`src/hw/rtl/hcifp_pkg.sv`:
```
// hci frame parser package: phase codes, result kind codes, frame constants
// and field widths. no dependencies.
package hcifp_pkg;

  localparam int unsigned PhaseW = 4;
  localparam int unsigned KindW  = 3;
  localparam int unsigned RssiW  = 10;

  // stream data widths, padded to whole bytes
  localparam int unsigned InDataW  = 8;
  localparam int unsigned OutDataW = 88;

  localparam logic [7:0] StartByte = 8'h5A;

  localparam logic [PhaseW-1:0] PhSof     = 4'd0;
  localparam logic [PhaseW-1:0] PhDrop    = 4'd1;
  localparam logic [PhaseW-1:0] PhCtrl    = 4'd2;
  localparam logic [PhaseW-1:0] PhId      = 4'd3;
  localparam logic [PhaseW-1:0] PhLen     = 4'd4;
  localparam logic [PhaseW-1:0] PhPayload = 4'd5;
  localparam logic [PhaseW-1:0] PhTs      = 4'd6;
  localparam logic [PhaseW-1:0] PhRssi    = 4'd7;
  localparam logic [PhaseW-1:0] PhCrc     = 4'd8;

  localparam logic [KindW-1:0] KindPayload = 3'd0;
  localparam logic [KindW-1:0] KindTs      = 3'd1;
  localparam logic [KindW-1:0] KindRssi    = 3'd2;
  localparam logic [KindW-1:0] KindCrc     = 3'd3;
  localparam logic [KindW-1:0] KindBad     = 3'd4;

  // -120 dBm in quarter dB
  localparam logic [RssiW-1:0] RssiOffset = 10'd480;

  localparam logic [7:0] TsBytes  = 8'd4;
  localparam logic [7:0] CrcBytes = 8'd2;

endpackage

```
`src/hw/rtl/hci_frame_parser_core.sv`:
```
// a result appears on the master side, from the output register, in the cycle after its input byte transfer
// throughput: one byte per cycle unless a result waits in the output register undrained; the next byte is
//   taken while a result waits in the output register as long as that register is drained
// reset (rst_ni low, asynchronous) returns to waiting for a start byte, clears the frame
//   flags, payload count, accumulator and byte order (big endian), and empties the output
// hci frame parser top level: deframes the byte stream into payload, timestamp, rssi and crc
//   results, and a bad result for a wrong start byte. depends on hcifp_pkg.
module hci_frame_parser_core (
  input  logic                              clk_i,
  input  logic                              rst_ni,
  input  logic                              cfg_wr_en_i,
  input  logic                              cfg_wr_data_i,   // multi_byte_order
  input  logic                              s_axis_tvalid,
  output logic                              s_axis_tready,
  input  logic [hcifp_pkg::InDataW-1:0]     s_axis_tdata,    // [7:0] rx_byte
  output logic                              m_axis_tvalid,
  input  logic                              m_axis_tready,
  // [31:0] value, [35:32] endpoint, [43:36] message_id, [75:44] message_number,
  // [85:76] rssi_quarter_db, [87:86] zero
  output logic [hcifp_pkg::OutDataW-1:0]    m_axis_tdata,
  output logic [hcifp_pkg::KindW-1:0]       m_axis_tuser,    // [2:0] kind
  output logic                              m_axis_tlast     // last
);
  import hcifp_pkg::*;

  logic [PhaseW-1:0] phase_q, phase_d;
  logic [7:0]        bytes_left_q, bytes_left_d;
  logic [3:0]        endpoint_q, endpoint_d;
  logic [7:0]        msg_id_q, msg_id_d;
  logic              has_crc_q, has_crc_d;
  logic              has_rssi_q, has_rssi_d;
  logic              has_ts_q, has_ts_d;
  logic [31:0]       payload_cnt_q, payload_cnt_d;
  logic [31:0]       acc_q, acc_d;
  logic              byte_order_q;

  logic              out_valid_q;
  logic [KindW-1:0]  out_kind_q;
  logic [31:0]       out_value_q;
  logic              out_last_q;
  logic [3:0]        out_endpoint_q;
  logic [7:0]        out_msg_id_q;
  logic [31:0]       out_msg_num_q;
  logic [RssiW-1:0]  out_rssi_q;

  logic              res_valid;
  logic [KindW-1:0]  res_kind;
  logic [31:0]       res_value;
  logic              res_last;
  logic [RssiW-1:0]  res_rssi;

  logic              in_fire;
  logic [7:0]        rx_byte;
  logic [7:0]        left_dec;
  logic [31:0]       ts_acc;
  logic [15:0]       crc_acc;
  logic [RssiW-1:0]  rssi_times3;

  assign rx_byte       = s_axis_tdata;
  assign s_axis_tready = !out_valid_q || m_axis_tready;
  assign in_fire       = s_axis_tvalid && s_axis_tready;

  assign left_dec    = bytes_left_q - 8'd1;
  assign ts_acc      = {acc_q[23:0], rx_byte};
  assign crc_acc     = {acc_q[7:0], rx_byte};
  assign rssi_times3 = {1'b0, rx_byte, 1'b0} + {2'b00, rx_byte};

  always_comb begin
    phase_d       = phase_q;
    bytes_left_d  = bytes_left_q;
    endpoint_d    = endpoint_q;
    msg_id_d      = msg_id_q;
    has_crc_d     = has_crc_q;
    has_rssi_d    = has_rssi_q;
    has_ts_d      = has_ts_q;
    payload_cnt_d = payload_cnt_q;
    acc_d         = acc_q;
    res_valid     = 1'b0;
    res_kind      = KindPayload;
    res_value     = {24'd0, rx_byte};
    res_last      = 1'b0;
    res_rssi      = '0;
    unique case (phase_q)
      PhSof: begin
        if (rx_byte == StartByte) begin
          phase_d = PhCtrl;
        end else begin
          phase_d   = PhDrop;
          res_valid = 1'b1;
          res_kind  = KindBad;
        end
      end
      PhDrop: begin
        phase_d = PhSof;
      end
      PhCtrl: begin
        endpoint_d = rx_byte[3:0];
        has_crc_d  = rx_byte[7];
        has_rssi_d = rx_byte[6];
        has_ts_d   = rx_byte[5];
        phase_d    = PhId;
      end
      PhId: begin
        msg_id_d = rx_byte;
        phase_d  = PhLen;
      end
      PhLen: begin
        bytes_left_d = rx_byte;
        if (rx_byte != 8'd0) begin
          phase_d   = PhPayload;
          res_valid = 1'b1;
        end else if (has_crc_q) begin
          bytes_left_d = CrcBytes;
          acc_d        = '0;
          phase_d      = PhCrc;
        end else begin
          phase_d = PhSof;
        end
      end
      PhPayload: begin
        bytes_left_d = left_dec;
        res_valid    = 1'b1;
        if (left_dec == 8'd0) begin
          res_last      = 1'b1;
          payload_cnt_d = payload_cnt_q + 32'd1;
          if (has_ts_q) begin
            bytes_left_d = TsBytes;
            acc_d        = '0;
            phase_d      = PhTs;
          end else if (has_rssi_q) begin
            phase_d = PhRssi;
          end else if (has_crc_q) begin
            bytes_left_d = CrcBytes;
            acc_d        = '0;
            phase_d      = PhCrc;
          end else begin
            phase_d = PhSof;
          end
        end
      end
      PhTs: begin
        acc_d        = ts_acc;
        bytes_left_d = left_dec;
        if (left_dec == 8'd0) begin
          res_valid = 1'b1;
          res_kind  = KindTs;
          res_value = byte_order_q ? {ts_acc[7:0], ts_acc[15:8], ts_acc[23:16], ts_acc[31:24]}
                                   : ts_acc;
          if (has_rssi_q) begin
            phase_d = PhRssi;
          end else if (has_crc_q) begin
            bytes_left_d = CrcBytes;
            acc_d        = '0;
            phase_d      = PhCrc;
          end else begin
            phase_d = PhSof;
          end
        end
      end
      PhRssi: begin
        res_valid = 1'b1;
        res_kind  = KindRssi;
        res_rssi  = rssi_times3 - RssiOffset;
        if (has_crc_q) begin
          bytes_left_d = CrcBytes;
          acc_d        = '0;
          phase_d      = PhCrc;
        end else begin
          phase_d = PhSof;
        end
      end
      PhCrc: begin
        acc_d        = {16'd0, crc_acc};
        bytes_left_d = left_dec;
        if (left_dec == 8'd0) begin
          res_valid = 1'b1;
          res_kind  = KindCrc;
          res_value = byte_order_q ? {16'd0, crc_acc[7:0], crc_acc[15:8]}
                                   : {16'd0, crc_acc};
          phase_d   = PhSof;
        end
      end
      default: begin
        phase_d = PhSof;
      end
    endcase
  end

  always_ff @(posedge clk_i or negedge rst_ni) begin
    if (!rst_ni) begin
      phase_q       <= PhSof;
      bytes_left_q  <= '0;
      endpoint_q    <= '0;
      msg_id_q      <= '0;
      has_crc_q     <= 1'b0;
      has_rssi_q    <= 1'b0;
      has_ts_q      <= 1'b0;
      payload_cnt_q <= '0;
      acc_q         <= '0;
    end else if (in_fire) begin
      phase_q       <= phase_d;
      bytes_left_q  <= bytes_left_d;
      endpoint_q    <= endpoint_d;
      msg_id_q      <= msg_id_d;
      has_crc_q     <= has_crc_d;
      has_rssi_q    <= has_rssi_d;
      has_ts_q      <= has_ts_d;
      payload_cnt_q <= payload_cnt_d;
      acc_q         <= acc_d;
    end
  end

  always_ff @(posedge clk_i or negedge rst_ni) begin
    if (!rst_ni) begin
      byte_order_q <= 1'b0;
    end else if (cfg_wr_en_i) begin
      byte_order_q <= cfg_wr_data_i;
    end
  end

  // output register empties when taken and refills from the same transfer
  always_ff @(posedge clk_i or negedge rst_ni) begin
    if (!rst_ni) begin
      out_valid_q <= 1'b0;
    end else if (s_axis_tready) begin
      out_valid_q <= in_fire && res_valid;
    end
  end

  always_ff @(posedge clk_i) begin
    if (in_fire && res_valid) begin
      out_kind_q     <= res_kind;
      out_value_q    <= res_value;
      out_last_q     <= res_last;
      out_endpoint_q <= (res_kind == KindBad) ? 4'd0 : endpoint_q;
      out_msg_id_q   <= (res_kind == KindBad) ? 8'd0 : msg_id_q;
      out_msg_num_q  <= payload_cnt_q;
      out_rssi_q     <= res_rssi;
    end
  end

  assign m_axis_tvalid = out_valid_q;
  assign m_axis_tuser  = out_kind_q;
  assign m_axis_tlast  = out_last_q;
  assign m_axis_tdata  = {2'b00, out_rssi_q, out_msg_num_q, out_msg_id_q,
                          out_endpoint_q, out_value_q};

endmodule
```
`config.mk`:
```
export PLATFORM = sky130hd
export DESIGN_NAME = hci_frame_parser_core
export DESIGN_NICKNAME = d
export VERILOG_FILES = /design/src/hw/rtl/hcifp_pkg.sv /design/src/hw/rtl/hci_frame_parser_core.sv
export SDC_FILE = /design/constraint.sdc
export NUM_CORES = 1
export LEC_CHECK = 0
export ABC_AREA = 1
export BUFFER_PORTS_ARGS = -buffer_cell sky130_fd_sc_hd__buf_2
export CORE_MARGIN = 2
export CORE_UTILIZATION = 45
export DETAILED_ROUTE_END_ITERATION = 7
export SYNTH_ARGS = -nofsm -noshare
export SYNTH_HDL_FRONTEND = slang
export SYNTH_SLANG_ARGS = --single-unit
```
`constraint.sdc`:
```
create_clock -name clk_i -period 15 [get_ports clk_i]
set_clock_uncertainty 0.1 [all_clocks]
set_input_delay 1.5 -clock clk_i [delete_from_list [all_inputs] [get_ports clk_i]]
set_output_delay 1.5 -clock clk_i [all_outputs]
set_load 0.01 [all_outputs]
```
* Yosys cells after proc, flatten, opt, wreduce, memory -nomap -nowiden
Index checks and enable logic that the tools add are counted.
** Operators by class
- Add/sub/neg operators :: 4
- Multipliers :: 0
- Divide/modulo/power cells :: 0
- $lt $le $gt $ge :: 0
- Eq/ne operators :: 15
- Shifts and indexed selects :: 0
- Mux-type cells :: 40
- Bitwise operators :: 0
- Reductions and logical operators :: 16
** Operators with widths (count)
- $mux 32 :: 10
- $pmux 32 s5 :: 1
- $mux 8 :: 8
- $pmux 32 s2 :: 1
- $pmux 8 s5 :: 1
- $add 32x1->32 const B :: 1
- $mux 16 :: 2
- $pmux 4 s8 :: 1
- $mux 4 :: 7
- $eq 4x3->1 const B :: 4
- $pmux 3 s4 :: 1
- $add 9x8->10 :: 1
- $ne 2x2->1 const B :: 5
- $sub 10x9->10 const B :: 1
- $eq 4x2->1 const B :: 2
- $eq 8x7->1 const B :: 1
- $logic_not 8->1 :: 1
- $reduce_bool 8->1 :: 1
- $sub 8x1->8 const B :: 1
- $reduce_and 3->1 :: 2
- $reduce_and 5->1 :: 1
- $reduce_bool 5->1 :: 1
- $eq 4x4->1 const B :: 1
- $logic_not 4->1 :: 1
- 12 further kinds :: 19
** Word-level totals
- Bits in registers :: 183
- Bits in latches :: 0
- RAM bits :: 0
- ROM bits :: 0
- Bits of input ports :: 14
- Output and inout port bits :: 94
- Logic and storage cells :: 93
- Memories kept :: 0

* Depth between registers and ports, before layout
Gate-level depths: netlist (run 1).
- Depth in word-level cells :: 6
- Depth in mapped cells :: 13
- Mapped depth without buffers :: 13

* Worst setup path after synthesis (run 1)
No wires, ideal clock.
- Path kind :: input -> register
- Start :: input port s_axis_tdata[0] (netlist name)
- End :: register out_last_q, in the netlist m_axis_tlast (enable)
- Setup time :: 540 ps
- Arrival time :: 5979 ps
- Required time :: 14360 ps
- Setup slack :: 8381 ps
- Stages on the path :: 9
- Path buffers :: 0
- Path through :: inv_1 -> ha_1 -> nand4_1 -> nand2_1 -> inv_1 -> nor3_1 -> o21ai_0 -> inv_1 -> nor2_1
** On the way
- Cells in the longest elaborated chain, start to end :: 4
- Elaborated cells between the ends (all ways) :: 6
- Classes of those cells :: eq/ne: 1; mux: 3; reduce/logical: 2
** Ends and longest elaborated chain
- start, declared :: line hci_frame_parser_core.sv:15 : input logic [hcifp_pkg::InDataW-1:0] s_axis_tdata,
- $eq 8x7->1 or $reduce_bool 8->1 (tied branches) :: line hci_frame_parser_core.sv:85, hci_frame_parser_core.sv:109
- $mux 1 (on tied branches) :: line hci_frame_parser_core.sv:85, hci_frame_parser_core.sv:109
- $pmux 1 s4 * :: line hci_frame_parser_core.sv:83 : unique case (phase_q)
- $logic_and 1x1->1 * :: line hci_frame_parser_core.sv:231 : if (in_fire && res_valid) begin
- end signal, assigned :: line hci_frame_parser_core.sv:234 : out_last_q <= res_last;
- end, declared :: line hci_frame_parser_core.sv:40 : logic out_last_q;
Mark *: on every way between the ends. The rest lies on a longest branch, timed or not.
A chain may end at the register's enable or synchronous reset.

* Worst setup path in the final report (run 1)
- Start :: input port s_axis_tdata[5] (netlist name)
- End :: register out_rssi_q[2] (enable)
** On the way
- Cells in the longest elaborated chain, start to end :: 4
- Elaborated cells between the ends (all ways) :: 6
- Classes of those cells :: eq/ne: 1; mux: 3; reduce/logical: 2
** Ends and longest elaborated chain
- $eq 8x7->1 or $reduce_bool 8->1 (tied branches) :: line hci_frame_parser_core.sv:85, hci_frame_parser_core.sv:109
- $mux 1 (on tied branches) :: line hci_frame_parser_core.sv:85, hci_frame_parser_core.sv:109
- $pmux 1 s4 * :: line hci_frame_parser_core.sv:83
- $logic_and 1x1->1 * :: line hci_frame_parser_core.sv:231
- end signal, assigned :: line hci_frame_parser_core.sv:238 : out_rssi_q <= res_rssi;
- end, declared :: line hci_frame_parser_core.sv:44 : logic [RssiW-1:0] out_rssi_q;
Marks and branches as above.

==> impl_results.md, run 1 <==
- Routed WL: 22,500 µm
- Die H: 143 µm
- Post_cts resized: 0
- Async SR Flop Fraction: 48.6%
- Switching part of the total power: 34.9%
- Crit-path max FO: 72
- R2R cell count: 11
- Full die area: 0.0205 mm²
- Internal power: 1.07 mW
- Critical-path cell list: buf_2 -> inv_1 -> ha_1 -> nand4_1 -> nand2_1 -> inv_1 -> nor3_1 -> o21ai_0 -> inv_1 -> nor2_4 -> buf_4
- Tmin final: 4.24 ns
- Post-DRT Antenna Nets: 0
- Top cell by count, worst path: inv_1
- Nets@finish: 1,094
- Maximum VDD drop: 0.0936 mV
- Vias post-DR: 7,080
- Fill cells: 1,791
- Yosys warns: 0
- Worst reg2reg setup slack: 11.39 ns
- Hold path startpoint: payload_cnt_q[26]$_DFFE_PN0P_
- Fin cells: 1,327
- CP endpoint kind: flop
- Post-synth top cells: 182 x nand2_1, 114 x nor2_1, 102 x inv_1
- PwrDens: 163 mW/mm²
- Sink Count: 175
- Count of different cell masters after synthesis: 41
- Setup Viol. Count Final: 0
- Post-synthesis register bit count: 175
- F_max: 0.236 GHz
- Hold depth: 0
- TritonCTS clock tree: done
- Reg-to-reg startpoint: bytes_left_q[0]$_DFFE_PN0P_
- HP Class: flop to flop
- Total power: 1.65 mW
- Ys flop type: edfxtp_1
- Clock root buffer: clkbuf_16
- First drt pass iteration count: 5
- Clk slew on worst S/H paths: 0.07 ns
- Max Buffers Root-to-Sink: 2
- Routed WL per cell: 17.0 µm
- Initial Util: 46.2%
- Post-CTS Hold Buffers: 0
- Worst reg2reg endpoint: out_rssi_q[2]$_SDFFCE_PN0P_
- Max_cap viols: 0
- Post-Syn Instances: 955
- Pleak: 4.41 nW
- Hold EP: out_msg_num_q[26]$_DFFE_PP_
- Post-route setup TNS: 0 ns
- P_sw: 0.574 mW
- Comb pwr share: 25.6%
- CTS buffer count: 17
- Reg power frac: 45.7%
- Most frequent cell after synthesis: nand2_1
- Total core area: 0.0189 mm²
- Htree depth: 4
- Crit path kind: input pin to flop
- First-pass GRT wire length: 35,900 µm
- Hold Fails Final Rpt: 0
- Max stage delay on crit path: 0.79 ns
- Synth top area share: 31.0%
- PortBufs: 105
- Area grow syn2layout: 15.9%
- Routed vias/inst: 5.34
- Final HPWL DP: 15,700 µm
- RSZ-0062 raised after global routing: false
- CP required: 14.96 ns
- Outcome: completed
- DIE WIDTH: 143 µm
- Fraction of layout cells with a size suffix above 1: 15.6%
- Detailed-route DRC error count: 0
- Worst path bufs/invs: 5
- Fin Hold WS: 0.376 ns
- DR iter-0 viols: 540
- Initial antenna violation count: 0
- Slew headroom: 31.8%
- Setup Fix Bufs, Post-CTS: 0
- Gpl congestion: 0.931
- Post-synth EDFFs: 90
- Critical path arrival: 4.21 ns
- Synthesized area: 0.00873 mm²
- Global route overflow: 0
- Worst-Margin Slew: 1.02 ns
- Largest cells by area after synthesis: edfxtp_1 31%, dfrtp_1 24%, nand2_1 7.8%
- Max-slew violation count: 0
- Pin count of the biggest net entering global routing: 73
- Syn Area/Cell: 9.14 µm²
- Cell count after placement: 1,295
- Top Ports: 108
- Final core area utilization: 53.5%
- Vias in the first global route: 6,707
- Antenna cells: 0
- Clock Latency Late Sink: 0.44 ns
- Crit path max-delay family: buffers and inverters
- GRT Util Overall: 22.8%
- Placement Rows: 50
- Leading area contributor after synthesis: edfxtp_1
- Final period utilization: 28.3%
- Clock Power Share: 28.7%
- Slowest-stage cell, CP: buf_4
- CP Launch Type: input pin
- Post-synthesis sequential area ratio: 55.3%
through the flow:
stage                     instance area [µm²]  setup WS [ns]
after floorplan                          8730           8.38
after global placement                   9490          10.42
after detailed placement                 9490          10.29
after CTS                               10100          10.76
after global routing                    10100          10.42
final                                   10100          10.76
cell type report:
class,instances,area (µm²),share of cell area (%)
tap,260,325,3.22
inverter,109,409,4.05
clock inverter,15,201,1.99
multi-input combinational,641,3360,33.2
timing repair buffer,110,566,5.59
clock buffer,17,425,4.21
sequential,175,4830,47.7
registers in the layout, indices dropped and copies added, names as in the netlist:
register        flops
has_ts_q            1
acc_q              24
bytes_left_q        8
byte_order_q        1
m_axis_tvalid       1
endpoint_q          4
has_crc_q           1
out_rssi_q         10
out_msg_id_q        8
phase_q             4
m_axis_tlast        1
has_rssi_q          1
out_msg_num_q      32
out_endpoint_q      4
payload_cnt_q      32
msg_id_q            8
out_value_q        32
m_axis_tuser        3
power by group through the flow:
| stage | Clock, mW | Combinational (mW) | Sequential, mW |
|---|---|---|---|
| 6_report | 0.472 | 0.421 | 0.753 |
| 5_1_grt | 0.498 | 0.481 | 0.770 |
| 4_1_cts | 0.481 | 0.426 | 0.753 |
| 3_5_place_dp | 0 | 0.425 | 0.761 |
| 3_3_place_gp | 0 | 0.417 | 0.762 |
| 2_1_floorplan | 0 | 0.240 | 0.793 |
layout by cell type (no fill, tap or decap), types with 13 or more instances in the layout:
cell type,netlist,layout
ha_1,25,25
o21ai_1,13,13
nand4_1,13,13
a21oi_1,58,58
a211oi_1,19,19
nor3_1,16,16
xor2_1,25,25
dfrtp_1,85,85
nand3_1,23,23
clkbuf_16,0,17
buf_2,12,104
o21ai_0,99,99
inv_1,102,102
edfxtp_1,90,90
nand2_1,182,182
nor2_1,114,113
worst max path at each step:
stage,cells past startpoint,endpoint,from
6_report,11,out_rssi_q[2]$_SDFFCE_PN0P_,s_axis_tdata[5]
5_1_grt,11,out_rssi_q[3]$_SDFFCE_PN0P_,s_axis_tdata[5]
4_1_cts,11,out_value_q[14]$_DFFE_PP_,s_axis_tdata[5]
3_5_place_dp,11,out_value_q[9]$_DFFE_PP_,s_axis_tdata[5]
3_3_place_gp,11,out_value_q[14]$_DFFE_PP_,s_axis_tdata[5]
2_1_floorplan,9,m_axis_tlast$_SDFFCE_PN0P_,s_axis_tdata[0]
routing by layer:
layer | part of all wire (%) | track usage, % | wire [µm]
met1 | 47 | 34.0 | 10700
met2 | 45 | 33.8 | 10200
met3 | 5.9 | 4.86 | 1330
met4 | 1.4 | 6.35 | 311
met5 | 0 | 0 | 0
cell families (layout without fill, tap and decap cells):
logic type	count (synthesis)	in the layout	synth area share (%)
buffers and inverters	140	251	6.32
other	1	2	0.0430
AO/OA/AOI/OAI	210	210	13.1
AND/OR/NAND/NOR	370	370	18.0
adder cells (fa/ha/maj)	26	26	3.81
flip-flops	175	175	55.3
XOR/XNOR	33	33	3.31
(Power assumes the default switching activity.)
==> inputs of run 2 (changes only) <==
==> constraint.sdc (replaced) <==
create_clock -name clk_i -period 4.1 [get_ports clk_i]
set_clock_uncertainty 0.1 [all_clocks]
set_input_delay 0.41 -clock clk_i [delete_from_list [all_inputs] [get_ports clk_i]]
set_output_delay 0.41 -clock clk_i [all_outputs]
set_load 0.01 [all_outputs]
==> impl_results.md, run 2 (synthesized netlist as in run 1, its figures left out) <==
- Outcome: finished with violations
- Failing checks: hold timing
- Comb pwr share: 26.5% (+0.9 points)
- Final HPWL DP: 15,700 µm (-0.29%)
- Slew headroom: 37.4% (+5.5 points)
- Worst reg2reg setup slack: 1.10 ns (-10.29 ns)
- PortBufs: 105 (unchanged)
- DR iter-0 viols: 548 (+1.5%)
- PwrDens: 594 mW/mm² (+260%)
- Final period utilization: 73.1%
- DIE WIDTH: 143 µm (unchanged)
- Post-CTS Hold Buffers: 0 (unchanged)
- Clock Power Share: 28.2% (-0.5 points)
- Internal power: 3.98 mW (+270%)
- Critical-path cell list: inv_1 -> ha_1 -> xor2_1 -> nor2_1 -> nand2_1 -> nor2_2 -> nand2_4 -> o21ai_0 -> inv_1 -> nor2_4 -> buf_4
- Vias post-DR: 6,957 (-1.7%)
- Routed WL per cell: 16.8 µm (-0.74%)
- Detailed-route DRC error count: 0 (unchanged)
- Antenna cells: 0 (unchanged)
- Area grow syn2layout: 16.0%
- Switching part of the total power: 33.8% (-1.0 points)
- Max_cap viols: 0 (unchanged)
- Maximum VDD drop: 0.348 mV (+270%)
- Routed vias/inst: 5.23 (-2.0%)
- Initial Util: 46.2% (unchanged)
- Pin count of the biggest net entering global routing: 65 (-11%)
- Top Ports: 108 (unchanged)
- Clock root buffer: clkbuf_16
- Biggest regs: out_msg_num_q x32, out_value_q x32, payload_cnt_q x32
- Reg-to-reg startpoint: bytes_left_q[0]$_DFFE_PN0P_
- Max-slew violation count: 0 (unchanged)
- Total power: 6.01 mW (+270%)
- CP endpoint kind: flop
- CP required: 4.07 ns (-10.89 ns)
- Pleak: 4.42 nW (+0.20%)
- First drt pass iteration count: 6 (+1)
- Clock Latency Late Sink: 0.43 ns (about the same)
- Setup Fix Bufs, Post-CTS: 0 (unchanged)
- CTS buffer count: 17 (unchanged)
- Full die area: 0.0205 mm² (unchanged)
- Reg power frac: 45.3% (-0.4 points)
- Most frequent cells in the layout: 182 x nand2_1, 113 x nor2_1, 104 x buf_2, 102 x inv_1, 99 x o21ai_0
- Sink Count: 175 (unchanged)
- Setup Viol. Count Final: 0 (unchanged)
- First-pass GRT wire length: 34,900 µm (-2.6%)
- R2R cell count: 11 (unchanged)
- Max stage delay on crit path: 0.50 ns (-0.29 ns)
- Crit-path max FO: 50 (-31%)
- TritonCTS clock tree: done
- Worst reg2reg endpoint: out_value_q[17]$_DFFE_PP_
- Slowest-stage cell, CP: buf_4
- Initial antenna violation count: 0 (unchanged)
- Fin Hold WS: -0.0148 ns (-0.391 ns)
- Tmin final: 3.00 ns
- Vias in the first global route: 6,372 (-5.0%)
- Post_cts resized: 0 (unchanged)
- Cell Area, Placed: 0.00952 mm² (+0.32%)
- CP Depth: 11 (unchanged)
- Post-DRT Antenna Nets: 0 (unchanged)
- Nets@finish: 1,098 (+0.37%)
- Hold Fails Final Rpt: 8 (+8)
- Worst-Margin Slew: 0.937 ns (-0.0829 ns)
- Crit path kind: flop to flop
- Placement Rows: 50 (unchanged)
- Worst path bufs/invs: 3 (-2)
- Crit path max-delay family: buffers and inverters
- GRT Util Overall: 22.3% (-0.55 points)
- Top cell by count, worst path: inv_1
- HP Class: input pin to async pin
- Post-route setup TNS: 0 ns (unchanged)
- F_max: 0.334 GHz
- Max Buffers Root-to-Sink: 2 (unchanged)
- Htree depth: 4 (unchanged)
- Routed WL: 22,400 µm (-0.44%)
- Gpl congestion: 0.907 (-2.6%)
- Total core area: 0.0189 mm² (unchanged)
- Global route overflow: 0 (unchanged)
- Worst setup margin: 1.10 ns (-9.65 ns)
- Critical path arrival: 2.96 ns (-1.25 ns)
- CP Launch Type: flop
- P_sw: 2.03 mW (+250%)
- RSZ-0062 raised after global routing: false
- Die H: 143 µm (unchanged)
- Commonest non-fill, non-tap cell in the layout: nand2_1
- Final instance area: 0.0101 mm² (+0.11%)
- Fraction of layout cells with a size suffix above 1: 15.4% (-0.15 points)
- Setup WS pre-CTS: 1.12 ns (-9.17 ns)
- Clk slew on worst S/H paths: 0.07 ns (about the same)
run 2: worst max-delay path by stage:
stage,to,start
floorplan,m_axis_tlast$_SDFFCE_PN0P_,bytes_left_q[0]$_DFFE_PN0P_
global placement,out_value_q[30]$_DFFE_PP_,bytes_left_q[0]$_DFFE_PN0P_
detailed placement,out_value_q[22]$_DFFE_PP_,bytes_left_q[0]$_DFFE_PN0P_
CTS,out_msg_num_q[23]$_DFFE_PP_,bytes_left_q[0]$_DFFE_PN0P_
global route,out_value_q[17]$_DFFE_PP_,bytes_left_q[0]$_DFFE_PN0P_
finish,out_value_q[17]$_DFFE_PP_,bytes_left_q[0]$_DFFE_PN0P_
run 2: routing by layer:
layer	part of all wire [%]	up-vias	global-route usage, %
met1	47	3282	33.2
met3	6.2	25	4.06
met5	0	-	0
met4	1.6	0	6.60
met2	46	231	33.3
li1	-	3419	-
run 2: power by group through the flow:
| stage | Combinational, mW | Sequential, mW | Clock [mW] |
|---|---|---|---|
| final | 1.59 | 2.72 | 1.70 |
| after global routing | 1.80 | 2.78 | 1.80 |
| after CTS | 1.61 | 2.73 | 1.72 |
| after detailed placement | 1.61 | 2.75 | 0 |
| after global placement | 1.58 | 2.75 | 0 |
| after floorplan | 0.889 | 2.86 | 0 |
run 2: stage by stage:
stage	util [%]	instances
after floorplan	-	956
after global placement	50.4	1299
after detailed placement	50.4	1299
after CTS	53.6	1331
after global routing	53.6	1331
final	53.6	1331
run 2: area by class of cell:
class                           count  area, µm²
Clock inverter                     10        164
Tap cell                          260        325
Multi-Input combinational cell    641       3360
Fill cell                        1791       8770
Timing Repair Buffer              114        596
Clock buffer                       22        444
Sequential cell                   175       4830
Inverter                          109        409
